File: src/design/uvs_pkg.sv
// Package for the UV sphere mesh generator: widths, codes, command and status
// structs and the CORDIC arctangent table.
// No dependencies; every other design file but uvs_div imports it.
package uvs_pkg;

    localparam int CFG_W        = 9;
    localparam int CFG_ADDR_W   = 1;
    localparam int IDX_W        = 10;
    localparam int ANG_W        = 32;
    localparam int DVD_W        = IDX_W + ANG_W;
    localparam int TEX_W        = 17;
    localparam int VIDX_W       = 17;
    localparam int POS_W        = 16;
    localparam int KIND_W       = 2;
    localparam int CORD_W       = 34;
    localparam int CORD_STEPS   = 24;
    localparam int STEP_W       = 5;
    localparam int CORD_GAIN    = 652032874;
    localparam int IN_W         = 8;
    localparam int OUT_W        = 136;

    localparam int DEF_SECTORS     = 32;
    localparam int DEF_STACKS      = 16;
    localparam int MIN_SECTORS     = 3;
    localparam int MIN_STACKS      = 2;
    localparam int DEF_MAX_SECTORS = 256;
    localparam int DEF_MAX_STACKS  = 256;
    localparam int DEF_FRAC_BITS   = 14;

    localparam int TEX_ONE       = 65536;
    localparam int STACK_SH      = ANG_W - 1;
    localparam int SECTOR_SH     = ANG_W;
    localparam int TEX_SH        = TEX_W;
    localparam logic [ANG_W-1:0] QUARTER_TURN = 32'h4000_0000;
    localparam logic [ANG_W-1:0] HALF_TURN    = 32'h8000_0000;

    localparam logic [CFG_ADDR_W-1:0] REG_SECTORS = 1'b0;
    localparam logic [CFG_ADDR_W-1:0] REG_STACKS  = 1'b1;

    typedef enum logic [1:0] {
        PH_VERTEX,
        PH_TRIANGLE,
        PH_DONE
    } phase_t;

    typedef enum logic [KIND_W-1:0] {
        KIND_VERTEX,
        KIND_TRIANGLE,
        KIND_DONE
    } kind_t;

    typedef enum logic [1:0] {
        DIV_STACK,
        DIV_SECTOR,
        DIV_TEXS,
        DIV_TEXT
    } div_sel_t;

    typedef enum logic {
        ROT_STACK,
        ROT_SECTOR
    } rot_sel_t;

    typedef enum logic [4:0] {
        ST_IDLE,
        ST_DISPATCH,
        ST_ROW_DIV,
        ST_ROW_DIVW,
        ST_ROW_ROT,
        ST_ROW_ROTW,
        ST_COL_DIV,
        ST_COL_DIVW,
        ST_COL_ROT,
        ST_COL_ROTW,
        ST_TS_DIV,
        ST_TS_DIVW,
        ST_TT_DIV,
        ST_TT_DIVW,
        ST_VTX_OUT,
        ST_VSETTLE,
        ST_TRI,
        ST_TSETTLE,
        ST_TRI_OUT,
        ST_DONE_OUT
    } ctrl_state_t;

    typedef struct packed {
        logic     take;
        logic     div_start;
        div_sel_t div_sel;
        logic     rot_start;
        rot_sel_t rot_sel;
        logic     cap_ring;
        logic     cap_prod;
        logic     cap_texs;
        logic     cap_text;
        logic     put_vtx;
        logic     tri_emit;
        logic     settle;
        logic     put_tri;
        logic     put_done;
    } ctrl_cmd_t;

    typedef struct packed {
        phase_t phase;
        logic   col_zero;
        logic   div_done;
        logic   rot_done;
        logic   out_free;
        logic   settle_busy;
    } dp_status_t;

    // Arctangent of 2^-k as a fraction of a full turn scaled by 2^32.
    function automatic logic [ANG_W-1:0] atan_turn(input logic [STEP_W-1:0] k);
        logic [ANG_W-1:0] v;
        case (k)
            5'd0:    v = 32'd536870912;
            5'd1:    v = 32'd316933406;
            5'd2:    v = 32'd167458907;
            5'd3:    v = 32'd85004756;
            5'd4:    v = 32'd42667331;
            5'd5:    v = 32'd21354465;
            5'd6:    v = 32'd10679838;
            5'd7:    v = 32'd5340245;
            5'd8:    v = 32'd2670163;
            5'd9:    v = 32'd1335087;
            5'd10:   v = 32'd667544;
            5'd11:   v = 32'd333772;
            5'd12:   v = 32'd166886;
            5'd13:   v = 32'd83443;
            5'd14:   v = 32'd41722;
            5'd15:   v = 32'd20861;
            5'd16:   v = 32'd10430;
            5'd17:   v = 32'd5215;
            5'd18:   v = 32'd2608;
            5'd19:   v = 32'd1304;
            5'd20:   v = 32'd652;
            5'd21:   v = 32'd326;
            5'd22:   v = 32'd163;
            5'd23:   v = 32'd81;
            default: v = '0;
        endcase
        return v;
    endfunction

endpackage

File: src/design/uv_sphere_mesh_generator.sv
// UV sphere mesh generator: one mesh element per request beat.
// A vertex makes three or four passes of the one-bit-per-cycle divider and one or two
// 24-step CORDICs, the larger numbers at the first column of a row.
// After a triangle is stepped, empty halves are skipped before it is loaded for output.
// One request is worked on at a time; a result waits in the output register.
// Synchronous active-low reset: counts 32 and 16, mesh in the done phase, no result pending.
module uv_sphere_mesh_generator #(
    parameter int MAX_SECTORS = uvs_pkg::DEF_MAX_SECTORS,
    parameter int MAX_STACKS  = uvs_pkg::DEF_MAX_STACKS,
    parameter int FRAC_BITS   = uvs_pkg::DEF_FRAC_BITS
) (
    input  logic                            aclk,
    input  logic                            aresetn,
    input  logic                            cfg_we,
    input  logic [uvs_pkg::CFG_ADDR_W-1:0]  cfg_addr,
    input  logic [uvs_pkg::CFG_W-1:0]       cfg_wdata,
    input  logic                            s_tvalid,
    output logic                            s_tready,
    // bit 0: restart; bits 7:1 zero
    input  logic [uvs_pkg::IN_W-1:0]        s_tdata,
    output logic                            m_tvalid,
    input  logic                            m_tready,
    // pos_x, pos_y, pos_z, tex_s, tex_t, corner_a, corner_b, corner_c; zero fill
    output logic [uvs_pkg::OUT_W-1:0]       m_tdata,
    // item_kind
    output logic [uvs_pkg::KIND_W-1:0]      m_tuser,
    output logic                            m_tlast
);
    import uvs_pkg::*;

    localparam int PACK_W = 3 * POS_W + 2 * TEX_W + 3 * VIDX_W;

    ctrl_cmd_t          cmd;
    dp_status_t         sts;
    kind_t              out_kind;
    logic [POS_W-1:0]   pos_x, pos_y, pos_z;
    logic [TEX_W-1:0]   tex_s, tex_t;
    logic [VIDX_W-1:0]  corner_a, corner_b, corner_c;

    uvs_ctrl u_ctrl (
        .aclk     (aclk),
        .aresetn  (aresetn),
        .s_tvalid (s_tvalid),
        .s_tready (s_tready),
        .sts      (sts),
        .cmd      (cmd)
    );

    uvs_dp #(
        .MAX_SECTORS (MAX_SECTORS),
        .MAX_STACKS  (MAX_STACKS),
        .FRAC_BITS   (FRAC_BITS)
    ) u_dp (
        .aclk         (aclk),
        .aresetn      (aresetn),
        .cfg_we       (cfg_we),
        .cfg_addr     (cfg_addr),
        .cfg_wdata    (cfg_wdata),
        .s_restart    (s_tdata[0]),
        .cmd          (cmd),
        .sts          (sts),
        .m_tready     (m_tready),
        .out_valid    (m_tvalid),
        .out_kind     (out_kind),
        .out_pos_x    (pos_x),
        .out_pos_y    (pos_y),
        .out_pos_z    (pos_z),
        .out_tex_s    (tex_s),
        .out_tex_t    (tex_t),
        .out_corner_a (corner_a),
        .out_corner_b (corner_b),
        .out_corner_c (corner_c),
        .out_last     (m_tlast)
    );

    assign m_tdata = {{(OUT_W-PACK_W){1'b0}}, corner_c, corner_b, corner_a,
                      tex_t, tex_s, pos_z, pos_y, pos_x};
    assign m_tuser = out_kind;

endmodule

File: src/design/uvs_div.sv
// Radix-2 restoring divider, one quotient bit per cycle.
// Depends on nothing but its parameters.
module uvs_div #(
    parameter int DVD_W = 42,
    parameter int DEN_W = 9
) (
    input  logic             aclk,
    input  logic             aresetn,
    input  logic             start,
    input  logic [DVD_W-1:0] dividend,
    input  logic [DEN_W-1:0] divisor,
    output logic             done,
    output logic [DVD_W-1:0] quotient
);
    localparam int CNT_W = $clog2(DVD_W + 1);

    logic [DVD_W-1:0] dvd_reg, dvd_next;
    logic [DVD_W-1:0] quo_reg, quo_next;
    logic [DEN_W-1:0] rem_reg, rem_next;
    logic [DEN_W-1:0] den_reg, den_next;
    logic [CNT_W-1:0] cnt_reg, cnt_next;
    logic             busy_reg, busy_next;
    logic             done_reg, done_next;
    logic [DEN_W:0]   trial;
    logic             fits;

    assign trial = {rem_reg, dvd_reg[DVD_W-1]};
    assign fits  = trial >= {1'b0, den_reg};

    always_comb begin
        dvd_next  = dvd_reg;
        quo_next  = quo_reg;
        rem_next  = rem_reg;
        den_next  = den_reg;
        cnt_next  = cnt_reg;
        busy_next = busy_reg;
        done_next = 1'b0;
        if (start) begin
            dvd_next  = dividend;
            den_next  = divisor;
            rem_next  = '0;
            quo_next  = '0;
            cnt_next  = '0;
            busy_next = 1'b1;
        end else if (busy_reg) begin
            dvd_next = {dvd_reg[DVD_W-2:0], 1'b0};
            quo_next = {quo_reg[DVD_W-2:0], fits};
            rem_next = fits ? DEN_W'(trial - {1'b0, den_reg}) : trial[DEN_W-1:0];
            cnt_next = cnt_reg + CNT_W'(1);
            if (cnt_reg == CNT_W'(DVD_W - 1)) begin
                busy_next = 1'b0;
                done_next = 1'b1;
            end
        end
    end

    always_ff @(posedge aclk) begin
        if (!aresetn) begin
            busy_reg <= 1'b0;
            done_reg <= 1'b0;
            cnt_reg  <= '0;
        end else begin
            busy_reg <= busy_next;
            done_reg <= done_next;
            cnt_reg  <= cnt_next;
        end
    end

    always_ff @(posedge aclk) begin
        dvd_reg <= dvd_next;
        quo_reg <= quo_next;
        rem_reg <= rem_next;
        den_reg <= den_next;
    end

    assign done     = done_reg;
    assign quotient = quo_reg;

endmodule

File: src/design/uvs_cordic.sv
// Iterative rotation-mode CORDIC giving cosine and sine of a binary angle in Q30.
// Depends on uvs_pkg for widths, gain and the arctangent table.
module uvs_cordic (
    input  logic                                aclk,
    input  logic                                aresetn,
    input  logic                                start,
    input  logic [uvs_pkg::ANG_W-1:0]           angle,
    output logic                                done,
    output logic signed [uvs_pkg::CORD_W-1:0]   cos_out,
    output logic signed [uvs_pkg::CORD_W-1:0]   sin_out
);
    import uvs_pkg::*;

    logic signed [CORD_W-1:0] x_reg, x_next;
    logic signed [CORD_W-1:0] y_reg, y_next;
    logic signed [CORD_W-1:0] z_reg, z_next;
    logic [STEP_W-1:0]        k_reg, k_next;
    logic                     flip_reg, flip_next;
    logic                     busy_reg, busy_next;
    logic                     done_reg, done_next;
    logic [ANG_W-1:0]         a_off, a_rot;
    logic                     rot_flip;
    logic signed [CORD_W-1:0] dx, dy, at;

    // Angles in the left half plane are turned by half a turn and negated at the end.
    assign a_off    = angle - QUARTER_TURN;
    assign rot_flip = ~a_off[ANG_W-1];
    assign a_rot    = rot_flip ? (angle ^ HALF_TURN) : angle;

    assign dx = y_reg >>> k_reg;
    assign dy = x_reg >>> k_reg;
    assign at = signed'({{(CORD_W-ANG_W){1'b0}}, atan_turn(k_reg)});

    always_comb begin
        x_next    = x_reg;
        y_next    = y_reg;
        z_next    = z_reg;
        k_next    = k_reg;
        flip_next = flip_reg;
        busy_next = busy_reg;
        done_next = 1'b0;
        if (start) begin
            x_next    = CORD_W'(CORD_GAIN);
            y_next    = '0;
            z_next    = CORD_W'(signed'(a_rot));
            k_next    = '0;
            flip_next = rot_flip;
            busy_next = 1'b1;
        end else if (busy_reg) begin
            if (!z_reg[CORD_W-1]) begin
                x_next = x_reg - dx;
                y_next = y_reg + dy;
                z_next = z_reg - at;
            end else begin
                x_next = x_reg + dx;
                y_next = y_reg - dy;
                z_next = z_reg + at;
            end
            k_next = k_reg + STEP_W'(1);
            if (k_reg == STEP_W'(CORD_STEPS - 1)) begin
                busy_next = 1'b0;
                done_next = 1'b1;
            end
        end
    end

    always_ff @(posedge aclk) begin
        if (!aresetn) begin
            busy_reg <= 1'b0;
            done_reg <= 1'b0;
            k_reg    <= '0;
        end else begin
            busy_reg <= busy_next;
            done_reg <= done_next;
            k_reg    <= k_next;
        end
    end

    always_ff @(posedge aclk) begin
        x_reg    <= x_next;
        y_reg    <= y_next;
        z_reg    <= z_next;
        flip_reg <= flip_next;
    end

    assign done    = done_reg;
    assign cos_out = flip_reg ? -x_reg : x_reg;
    assign sin_out = flip_reg ? -y_reg : y_reg;

endmodule

File: src/design/uvs_dp.sv
// Datapath of the mesh generator: configuration, mesh counters, the shared
// divider and CORDIC, position products and the output register.
// Depends on uvs_pkg, uvs_div and uvs_cordic.
module uvs_dp #(
    parameter int MAX_SECTORS = uvs_pkg::DEF_MAX_SECTORS,
    parameter int MAX_STACKS  = uvs_pkg::DEF_MAX_STACKS,
    parameter int FRAC_BITS   = uvs_pkg::DEF_FRAC_BITS
) (
    input  logic                             aclk,
    input  logic                             aresetn,
    input  logic                             cfg_we,
    input  logic [uvs_pkg::CFG_ADDR_W-1:0]   cfg_addr,
    input  logic [uvs_pkg::CFG_W-1:0]        cfg_wdata,
    input  logic                             s_restart,
    input  uvs_pkg::ctrl_cmd_t               cmd,
    output uvs_pkg::dp_status_t              sts,
    input  logic                             m_tready,
    output logic                             out_valid,
    output uvs_pkg::kind_t                   out_kind,
    output logic [uvs_pkg::POS_W-1:0]        out_pos_x,
    output logic [uvs_pkg::POS_W-1:0]        out_pos_y,
    output logic [uvs_pkg::POS_W-1:0]        out_pos_z,
    output logic [uvs_pkg::TEX_W-1:0]        out_tex_s,
    output logic [uvs_pkg::TEX_W-1:0]        out_tex_t,
    output logic [uvs_pkg::VIDX_W-1:0]       out_corner_a,
    output logic [uvs_pkg::VIDX_W-1:0]       out_corner_b,
    output logic [uvs_pkg::VIDX_W-1:0]       out_corner_c,
    output logic                             out_last
);
    import uvs_pkg::*;

    localparam int    FW        = FRAC_BITS + 2;
    localparam int    SH        = 30 - FRAC_BITS;
    localparam int    RND       = (1 << SH) >> 1;
    localparam int    PW        = FW + CORD_W;
    localparam longint ONE      = 64'sd1 << FRAC_BITS;
    localparam longint PROD_RND = 64'sd1 << 29;

    // Q30 to Q(FRAC_BITS): round half up, floor shift, clamp to plus or minus one.
    function automatic logic signed [FW-1:0] to_frac(input logic signed [CORD_W-1:0] v);
        logic signed [CORD_W:0] t;
        logic signed [CORD_W:0] one;
        t   = ((CORD_W+1)'(v) + (CORD_W+1)'(RND)) >>> SH;
        one = (CORD_W+1)'(ONE);
        if (t > one) begin
            return FW'(one);
        end else if (t < -one) begin
            return FW'(-one);
        end
        return FW'(t);
    endfunction

    function automatic logic signed [FW-1:0] round_prod(input logic signed [PW-1:0] p);
        logic signed [PW:0] t;
        logic signed [PW:0] one;
        t   = ((PW+1)'(p) + (PW+1)'(PROD_RND)) >>> 30;
        one = (PW+1)'(ONE);
        if (t > one) begin
            return FW'(one);
        end else if (t < -one) begin
            return FW'(-one);
        end
        return FW'(t);
    endfunction

    // The divider gives floor(n * 2^17 / d); halving after adding one rounds it.
    function automatic logic [TEX_W-1:0] to_tex(input logic [DVD_W-1:0] q);
        logic [DVD_W:0] r;
        r = ((DVD_W+1)'(q) + (DVD_W+1)'(1)) >> 1;
        if (r > (DVD_W+1)'(TEX_ONE)) begin
            return TEX_W'(TEX_ONE);
        end
        return r[TEX_W-1:0];
    endfunction

    logic [CFG_W-1:0]        sector_reg, sector_next;
    logic [CFG_W-1:0]        stack_reg, stack_next;
    phase_t                  phase_reg, phase_next;
    logic [IDX_W-1:0]        row_reg, row_next;
    logic [IDX_W-1:0]        col_reg, col_next;
    logic [VIDX_W-1:0]       rbi_reg, rbi_next;
    logic                    half_reg, half_next;
    logic signed [FW-1:0]    ring_reg, height_reg;
    logic signed [PW-1:0]    prod_s_reg, prod_c_reg;
    logic [TEX_W-1:0]        tex_s_reg, tex_t_reg;
    logic [VIDX_W-1:0]       tri_a_reg, tri_b_reg, tri_c_reg;
    logic                    out_valid_reg, out_valid_next;
    kind_t                   out_kind_reg;
    logic [POS_W-1:0]        pos_x_reg, pos_y_reg, pos_z_reg;
    logic [TEX_W-1:0]        otex_s_reg, otex_t_reg;
    logic [VIDX_W-1:0]       ca_reg, cb_reg, cc_reg;
    logic                    last_reg;

    logic [CFG_W-1:0]        ns, nt;
    logic [IDX_W-1:0]        ns_i, nt_i;
    logic [VIDX_W-1:0]       rbi_adv;
    logic [IDX_W:0]          col_inc, row_inc;
    logic                    tri_ok, settle_busy, out_free;
    logic [IDX_W-1:0]        ts_row, ts_col;
    logic [VIDX_W-1:0]       ts_rbi;
    logic                    ts_half;
    logic [VIDX_W-1:0]       k1, k2;
    logic [DVD_W-1:0]        div_dvd;
    logic [CFG_W-1:0]        div_den;
    logic                    div_done;
    logic [DVD_W-1:0]        quo;
    logic [ANG_W-1:0]        rot_angle;
    logic                    rot_done;
    logic signed [CORD_W-1:0] cor_c, cor_s;

    // Effective counts, clamped to the supported range.
    always_comb begin
        ns = (int'(sector_reg) > MAX_SECTORS) ? CFG_W'(MAX_SECTORS) : sector_reg;
        if (ns < CFG_W'(MIN_SECTORS)) begin
            ns = CFG_W'(MIN_SECTORS);
        end
        nt = (int'(stack_reg) > MAX_STACKS) ? CFG_W'(MAX_STACKS) : stack_reg;
        if (nt < CFG_W'(MIN_STACKS)) begin
            nt = CFG_W'(MIN_STACKS);
        end
    end

    assign ns_i    = IDX_W'(ns);
    assign nt_i    = IDX_W'(nt);
    assign rbi_adv = rbi_reg + VIDX_W'(ns) + VIDX_W'(1);
    assign col_inc = (IDX_W+1)'(col_reg) + (IDX_W+1)'(1);
    assign row_inc = (IDX_W+1)'(row_reg) + (IDX_W+1)'(1);

    // Row zero has no upper triangle and the last row no lower one.
    assign tri_ok      = half_reg ? (row_reg != nt_i - IDX_W'(1)) : (row_reg != '0);
    assign settle_busy = (phase_reg == PH_TRIANGLE) && (row_reg < nt_i)
                         && ((col_reg >= ns_i) || !tri_ok);
    assign out_free    = !out_valid_reg || m_tready;

    // One step through the triangle list.
    always_comb begin
        ts_half = ~half_reg;
        ts_col  = col_reg;
        ts_row  = row_reg;
        ts_rbi  = rbi_reg;
        if (half_reg) begin
            if (col_inc >= (IDX_W+1)'(ns_i)) begin
                ts_col = '0;
                ts_row = row_inc[IDX_W-1:0];
                ts_rbi = rbi_adv;
            end else begin
                ts_col = col_inc[IDX_W-1:0];
            end
        end
    end

    assign k1 = rbi_reg + VIDX_W'(col_reg);
    assign k2 = k1 + VIDX_W'(ns) + VIDX_W'(1);

    always_comb begin
        case (cmd.div_sel)
            DIV_STACK: begin
                div_dvd = DVD_W'(row_reg) << STACK_SH;
                div_den = nt;
            end
            DIV_SECTOR: begin
                div_dvd = DVD_W'(col_reg) << SECTOR_SH;
                div_den = ns;
            end
            DIV_TEXS: begin
                div_dvd = DVD_W'(col_reg) << TEX_SH;
                div_den = ns;
            end
            default: begin
                div_dvd = DVD_W'(row_reg) << TEX_SH;
                div_den = nt;
            end
        endcase
    end

    assign rot_angle = (cmd.rot_sel == ROT_STACK) ? (QUARTER_TURN - quo[ANG_W-1:0])
                                                  : quo[ANG_W-1:0];

    uvs_div #(
        .DVD_W (DVD_W),
        .DEN_W (CFG_W)
    ) u_div (
        .aclk     (aclk),
        .aresetn  (aresetn),
        .start    (cmd.div_start),
        .dividend (div_dvd),
        .divisor  (div_den),
        .done     (div_done),
        .quotient (quo)
    );

    uvs_cordic u_cordic (
        .aclk    (aclk),
        .aresetn (aresetn),
        .start   (cmd.rot_start),
        .angle   (rot_angle),
        .done    (rot_done),
        .cos_out (cor_c),
        .sin_out (cor_s)
    );

    always_comb begin
        sector_next    = sector_reg;
        stack_next     = stack_reg;
        phase_next     = phase_reg;
        row_next       = row_reg;
        col_next       = col_reg;
        rbi_next       = rbi_reg;
        half_next      = half_reg;
        out_valid_next = out_valid_reg;

        if (cfg_we) begin
            case (cfg_addr)
                REG_SECTORS: sector_next = cfg_wdata;
                REG_STACKS:  stack_next  = cfg_wdata;
                default:     sector_next = sector_reg;
            endcase
        end

        if (cmd.take && s_restart) begin
            phase_next = PH_VERTEX;
            row_next   = '0;
            col_next   = '0;
            rbi_next   = '0;
            half_next  = 1'b0;
        end

        if (cmd.put_vtx) begin
            if (col_inc > (IDX_W+1)'(ns_i)) begin
                col_next = '0;
                if (row_inc > (IDX_W+1)'(nt_i)) begin
                    phase_next = PH_TRIANGLE;
                    row_next   = '0;
                    rbi_next   = '0;
                    half_next  = 1'b0;
                end else begin
                    row_next = row_inc[IDX_W-1:0];
                end
            end else begin
                col_next = col_inc[IDX_W-1:0];
            end
        end

        if (cmd.tri_emit) begin
            half_next = ts_half;
            col_next  = ts_col;
            row_next  = ts_row;
            rbi_next  = ts_rbi;
        end

        if (cmd.settle) begin
            if (settle_busy) begin
                if (col_reg >= ns_i) begin
                    col_next  = '0;
                    half_next = 1'b0;
                    row_next  = row_inc[IDX_W-1:0];
                    rbi_next  = rbi_adv;
                end else begin
                    half_next = ts_half;
                    col_next  = ts_col;
                    row_next  = ts_row;
                    rbi_next  = ts_rbi;
                end
            end else if ((phase_reg == PH_TRIANGLE) && (row_reg >= nt_i)) begin
                phase_next = PH_DONE;
            end
        end

        if (cmd.put_vtx || cmd.put_tri || cmd.put_done) begin
            out_valid_next = 1'b1;
        end else if (m_tready) begin
            out_valid_next = 1'b0;
        end
    end

    always_ff @(posedge aclk) begin
        if (!aresetn) begin
            sector_reg    <= CFG_W'(DEF_SECTORS);
            stack_reg     <= CFG_W'(DEF_STACKS);
            phase_reg     <= PH_DONE;
            row_reg       <= '0;
            col_reg       <= '0;
            rbi_reg       <= '0;
            half_reg      <= 1'b0;
            out_valid_reg <= 1'b0;
        end else begin
            sector_reg    <= sector_next;
            stack_reg     <= stack_next;
            phase_reg     <= phase_next;
            row_reg       <= row_next;
            col_reg       <= col_next;
            rbi_reg       <= rbi_next;
            half_reg      <= half_next;
            out_valid_reg <= out_valid_next;
        end
    end

    always_ff @(posedge aclk) begin
        if (cmd.cap_ring) begin
            ring_reg   <= to_frac(cor_c);
            height_reg <= to_frac(cor_s);
        end
        if (cmd.cap_prod) begin
            prod_s_reg <= ring_reg * cor_s;
            prod_c_reg <= ring_reg * cor_c;
        end
        if (cmd.cap_texs) begin
            tex_s_reg <= to_tex(quo);
        end
        if (cmd.cap_text) begin
            tex_t_reg <= to_tex(quo);
        end
        if (cmd.tri_emit) begin
            tri_b_reg <= k2;
            if (!half_reg) begin
                tri_a_reg <= k1;
                tri_c_reg <= k1 + VIDX_W'(1);
            end else begin
                tri_a_reg <= k1 + VIDX_W'(1);
                tri_c_reg <= k2 + VIDX_W'(1);
            end
        end
        if (cmd.put_vtx) begin
            out_kind_reg <= KIND_VERTEX;
            pos_x_reg    <= POS_W'(round_prod(prod_s_reg));
            pos_y_reg    <= POS_W'(height_reg);
            pos_z_reg    <= POS_W'(round_prod(prod_c_reg));
            otex_s_reg   <= tex_s_reg;
            otex_t_reg   <= tex_t_reg;
            ca_reg       <= '0;
            cb_reg       <= '0;
            cc_reg       <= '0;
            last_reg     <= 1'b0;
        end else if (cmd.put_tri) begin
            out_kind_reg <= KIND_TRIANGLE;
            pos_x_reg    <= '0;
            pos_y_reg    <= '0;
            pos_z_reg    <= '0;
            otex_s_reg   <= '0;
            otex_t_reg   <= '0;
            ca_reg       <= tri_a_reg;
            cb_reg       <= tri_b_reg;
            cc_reg       <= tri_c_reg;
            last_reg     <= (phase_reg == PH_DONE);
        end else if (cmd.put_done) begin
            out_kind_reg <= KIND_DONE;
            pos_x_reg    <= '0;
            pos_y_reg    <= '0;
            pos_z_reg    <= '0;
            otex_s_reg   <= '0;
            otex_t_reg   <= '0;
            ca_reg       <= '0;
            cb_reg       <= '0;
            cc_reg       <= '0;
            last_reg     <= 1'b0;
        end
    end

    assign sts.phase       = phase_reg;
    assign sts.col_zero    = (col_reg == '0);
    assign sts.div_done    = div_done;
    assign sts.rot_done    = rot_done;
    assign sts.out_free    = out_free;
    assign sts.settle_busy = settle_busy;

    assign out_valid    = out_valid_reg;
    assign out_kind     = out_kind_reg;
    assign out_pos_x    = pos_x_reg;
    assign out_pos_y    = pos_y_reg;
    assign out_pos_z    = pos_z_reg;
    assign out_tex_s    = otex_s_reg;
    assign out_tex_t    = otex_t_reg;
    assign out_corner_a = ca_reg;
    assign out_corner_b = cb_reg;
    assign out_corner_c = cc_reg;
    assign out_last     = last_reg;

endmodule

File: src/design/uvs_ctrl.sv
// Controller of the mesh generator: sequences divisions, rotations, triangle
// steps and output loads for one request beat at a time.
// Depends on uvs_pkg.
module uvs_ctrl (
    input  logic                  aclk,
    input  logic                  aresetn,
    input  logic                  s_tvalid,
    output logic                  s_tready,
    input  uvs_pkg::dp_status_t   sts,
    output uvs_pkg::ctrl_cmd_t    cmd
);
    import uvs_pkg::*;

    ctrl_state_t state_reg, state_next;

    always_comb begin
        state_next = state_reg;
        case (state_reg)
            ST_IDLE:     if (s_tvalid) state_next = ST_DISPATCH;
            ST_DISPATCH: begin
                case (sts.phase)
                    PH_VERTEX:   state_next = sts.col_zero ? ST_ROW_DIV : ST_COL_DIV;
                    PH_TRIANGLE: state_next = ST_TRI;
                    default:     state_next = ST_DONE_OUT;
                endcase
            end
            ST_ROW_DIV:  state_next = ST_ROW_DIVW;
            ST_ROW_DIVW: if (sts.div_done) state_next = ST_ROW_ROT;
            ST_ROW_ROT:  state_next = ST_ROW_ROTW;
            ST_ROW_ROTW: if (sts.rot_done) state_next = ST_COL_DIV;
            ST_COL_DIV:  state_next = ST_COL_DIVW;
            ST_COL_DIVW: if (sts.div_done) state_next = ST_COL_ROT;
            ST_COL_ROT:  state_next = ST_COL_ROTW;
            ST_COL_ROTW: if (sts.rot_done) state_next = ST_TS_DIV;
            ST_TS_DIV:   state_next = ST_TS_DIVW;
            ST_TS_DIVW:  if (sts.div_done) state_next = ST_TT_DIV;
            ST_TT_DIV:   state_next = ST_TT_DIVW;
            ST_TT_DIVW:  if (sts.div_done) state_next = ST_VTX_OUT;
            ST_VTX_OUT:  if (sts.out_free) state_next = ST_VSETTLE;
            ST_VSETTLE:  if (!sts.settle_busy) state_next = ST_IDLE;
            ST_TRI:      state_next = ST_TSETTLE;
            ST_TSETTLE:  if (!sts.settle_busy) state_next = ST_TRI_OUT;
            ST_TRI_OUT:  if (sts.out_free) state_next = ST_IDLE;
            ST_DONE_OUT: if (sts.out_free) state_next = ST_IDLE;
            default:     state_next = ST_IDLE;
        endcase
    end

    always_comb begin
        cmd      = '0;
        s_tready = 1'b0;
        case (state_reg)
            ST_IDLE: begin
                s_tready = 1'b1;
                cmd.take = s_tvalid;
            end
            ST_ROW_DIV: begin
                cmd.div_start = 1'b1;
                cmd.div_sel   = DIV_STACK;
            end
            ST_ROW_ROT: begin
                cmd.rot_start = 1'b1;
                cmd.rot_sel   = ROT_STACK;
            end
            ST_ROW_ROTW: cmd.cap_ring = sts.rot_done;
            ST_COL_DIV: begin
                cmd.div_start = 1'b1;
                cmd.div_sel   = DIV_SECTOR;
            end
            ST_COL_ROT: begin
                cmd.rot_start = 1'b1;
                cmd.rot_sel   = ROT_SECTOR;
            end
            ST_COL_ROTW: cmd.cap_prod = sts.rot_done;
            ST_TS_DIV: begin
                cmd.div_start = 1'b1;
                cmd.div_sel   = DIV_TEXS;
            end
            ST_TS_DIVW:  cmd.cap_texs = sts.div_done;
            ST_TT_DIV: begin
                cmd.div_start = 1'b1;
                cmd.div_sel   = DIV_TEXT;
            end
            ST_TT_DIVW:  cmd.cap_text = sts.div_done;
            ST_VTX_OUT:  cmd.put_vtx  = sts.out_free;
            ST_VSETTLE:  cmd.settle   = 1'b1;
            ST_TRI:      cmd.tri_emit = 1'b1;
            ST_TSETTLE:  cmd.settle   = 1'b1;
            ST_TRI_OUT:  cmd.put_tri  = sts.out_free;
            ST_DONE_OUT: cmd.put_done = sts.out_free;
            default:     cmd          = '0;
        endcase
    end

    always_ff @(posedge aclk) begin
        if (!aresetn) begin
            state_reg <= ST_IDLE;
        end else begin
            state_reg <= state_next;
        end
    end

endmodule

File: config.mk
export PLATFORM = sky130hd
export DESIGN_NAME = uv_sphere_mesh_generator
export DESIGN_NICKNAME = d
export VERILOG_FILES = /design/src/design/uvs_pkg.sv /design/src/design/uv_sphere_mesh_generator.sv /design/src/design/uvs_div.sv /design/src/design/uvs_cordic.sv /design/src/design/uvs_dp.sv /design/src/design/uvs_ctrl.sv
export SDC_FILE = /design/constraint.sdc
export NUM_CORES = 2
export LEC_CHECK = 0
export BUFFER_PORTS_ARGS = -buffer_cell sky130_fd_sc_hd__buf_2
export CORE_MARGIN = 5
export CORE_UTILIZATION = 40
export DETAILED_ROUTE_END_ITERATION = 8
export GPL_TIMING_DRIVEN = 1
export SYNTH_ARGS = -nofsm -noshare
export SYNTH_HDL_FRONTEND = slang
export SYNTH_SLANG_ARGS = --single-unit
export TNS_END_PERCENT = 5
File: constraint.sdc
create_clock -name aclk -period 8.8 [get_ports aclk]
set_input_delay 0 -clock aclk [delete_from_list [all_inputs] [get_ports aclk]]
set_output_delay 0 -clock aclk [all_outputs]
set_load 0.01 [all_outputs]
==> run metrics <==
status completed; FFs w/ async S/R, synth 0%; die area 208000 um2; most frequent CP cell fa_1; Post-synth EDFFs 310; clk_lat worst skew 710 ps; CP startpoint kind flop; CP top delay family adder cells; Layout area overhead 10.4%; worst reg-to-reg path cell count 33; Slowest cell on crit path fa_1; MaxCap Viol Count 0; CP max stage delay 560 ps; post-layout instance area 88100 um2; Hold Fails Final Rpt 0; synthesized area per cell 8.83 um2; Synth Register Bits 592; most common cell in the synthesized netlist inv_1; final net count 10600; Initial Util 40.1%; Post-synth top cells inv_1 (1327), nand2_1 (1042), fa_1 (1033), nor2_1 (623), and2_1 (546); area of placed instances 84800 um2; Layout Cells excl Fill 11800; Root Driver clkbuf_16; wire per inst 19.4 um; Crit Path Class flop to flop; Core Util, Final 44.2%; dpl cells 11700; hold depth 4; Clock Sinks 592; library cells used by synthesis 99; router iterations before antenna repair 7; DRT iter0 DRCs 4618; top cells by area, synth fa_1 (26%), edfxtp_1 (12%), dfxtp_1 (7.1%); Tightest Hold Check Type input pin to flop; largest net degree at the start of global routing 84; Main synth FF type edfxtp_1; Crit path depth 33; H-tree Lvls 3; CP arrival 8990 ps; total CTS buffers 70; CTS clock-pin slew for the worst setup and hold paths 70 ps; crit path max fanout 5; unrepaired setup endpoints after global routing yes; HPWL Detailed 176000 um; first-pass GRT wire length 367000 um; fin. max-slew vios 0; GRT Overall Usage 21.7%; measured slew at the worst slew-check pin 1380 ps; Largest register FFs 42; Rows 164; slew margin rel. 7.67%; final setup fails 0; post-synth top area share 25.9%; io pins 164; antenna violations before repair 2; CTS Buffer Depth 3; TNS Setup 0 ps; CP endpoint kind flop; register area share after synthesis 18.7%; Final period util 97.3%; ANT nets after route 0; Tmin final 8570 ps; # DRC 0; mapped cell area 79800 um2; core area 199000 um2; synth warn 0; Achievable Freq 117 MHz; GP Congestion 0.952; Buf/Inv on CP 7; Yosys top cell by area fa_1; TritonCTS clock tree built; PortBufs 153; vias per cell 5.41; grt ovf 0; vias in the first global route 65600; layout cells sized above 1 9.95%; Die W 457 um; post-synthesis cell count 9034; drt total wl 229000 um; Final Skew 65.1 ps; vias 64000; Die H 457 um; CP required 9220 ps
==> cell type report <==
cell class                 instances  area (um2)
multi-input combinational       6579       58300
inverter                        1339        5030
clock buffer                      88        1910
antenna                            1        2.50
timing repair buffer             546        4090
sequential                       592       15000
clock inverter                    41         474
tap                             2656        3320
fill                           19500      111000
==> layer usage <==
| metal | up-vias | global-route usage (%) | share of wire (%) |
|---|---|---|---|
| li1 | 29600 | - | - |
| met1 | 32300 | 29.5 | 43 |
| met2 | 1800 | 36.9 | 49 |
| met3 | 336 | 2.44 | 5.2 |
| met4 | 0 | 6.03 | 2.9 |
| met5 | - | 0 | 0 |
==> cell usage in the layout (no fill, tap or decap), types with 21 or more instances in the layout <==
cell type / synthesis / final
inv_1: 1327 / 1324
nand2_1: 1042 / 1040
fa_1: 1033 / 1027
nor2_1: 623 / 619
and2_1: 546 / 546
ha_1: 434 / 430
a21oi_1: 342 / 337
buf_4: 8 / 336
xnor2_1: 349 / 328
edfxtp_1: 310 / 310
dfxtp_1: 282 / 275
o21ai_0: 277 / 268
xor2_1: 203 / 203
nand3_1: 166 / 165
buf_2: 23 / 154
mux2i_1: 122 / 122
nor3_1: 124 / 118
a21o_1: 117 / 117
mux4_2: 93 / 93
clkbuf_16: 0 / 73
a31oi_1: 73 / 72
nand2b_1: 68 / 65
and3_1: 65 / 64
a22o_1: 62 / 62
o21a_1: 60 / 60
nor4_1: 56 / 55
nand4_1: 55 / 55
a211oi_1: 53 / 51
or3_1: 52 / 50
nor2b_1: 45 / 44
o31ai_1: 39 / 37
a221oi_1: 36 / 36
or2_2: 30 / 30
o22ai_1: 30 / 29
dlygate4sd3_1: 0 / 28
mux2_2: 27 / 27
o211ai_1: 27 / 27
o21bai_1: 24 / 24
a22oi_1: 21 / 21
buf_12: 0 / 21
==> path summary, 6_finish.rpt <==
path	startpoint	end	slack [ps]
hold / removal	cfg_wdata[0]	u_dp.stack_reg[0]	160
setup / recovery	u_dp.u_cordic.y_reg[9]	u_dp.prod_s_reg[49]	230
hold reg to reg	u_dp.tri_a_reg[12]	u_dp.out_corner_a[12]	450
setup reg to reg	u_dp.u_cordic.y_reg[9]	u_dp.prod_s_reg[49]	230
==> repair_timing <==
item                                    4_1_cts  5_1_grt
pin swaps                                     8       31
hold buffers                                 28        0
endpoints found under the setup margin       11       16
resized for setup                            23       64
buffers inserted                              5        5
gates cloned                                  1        2
endpoints found under the hold margin        44        0
==> logic make-up after synthesis <==
family	after synthesis	share of synthesized area, %
other cells	1	0.00470
flops	592	18.7
mux	242	4.54
fa+ha+maj	1467	32.7
compound gates	1343	11.1
buf+inv	1865	8.88
simple gates	2971	18.0
xor+xnor	553	6.08
==> stage by stage <==
| step | hold slack [ps] | setup slack (ps) |
|---|---|---|
| after floorplan | 124 | 10.7 |
| after global placement | 245 | -64.0 |
| after CTS | 117 | 19.5 |
| final | 160 | 234 |
| after detailed placement | 255 | -194 |
| after global routing | 157 | -92.4 |
==> worst min-delay path, stage by stage <==
cell and delay (ps):
dlygate4sd3_1 550, buf_2 140, nand2_1 50, a21oi_1 50
Power is not shown: default switching activity piles up to over one toggle a cycle in this logic, so the estimate is an artifact.
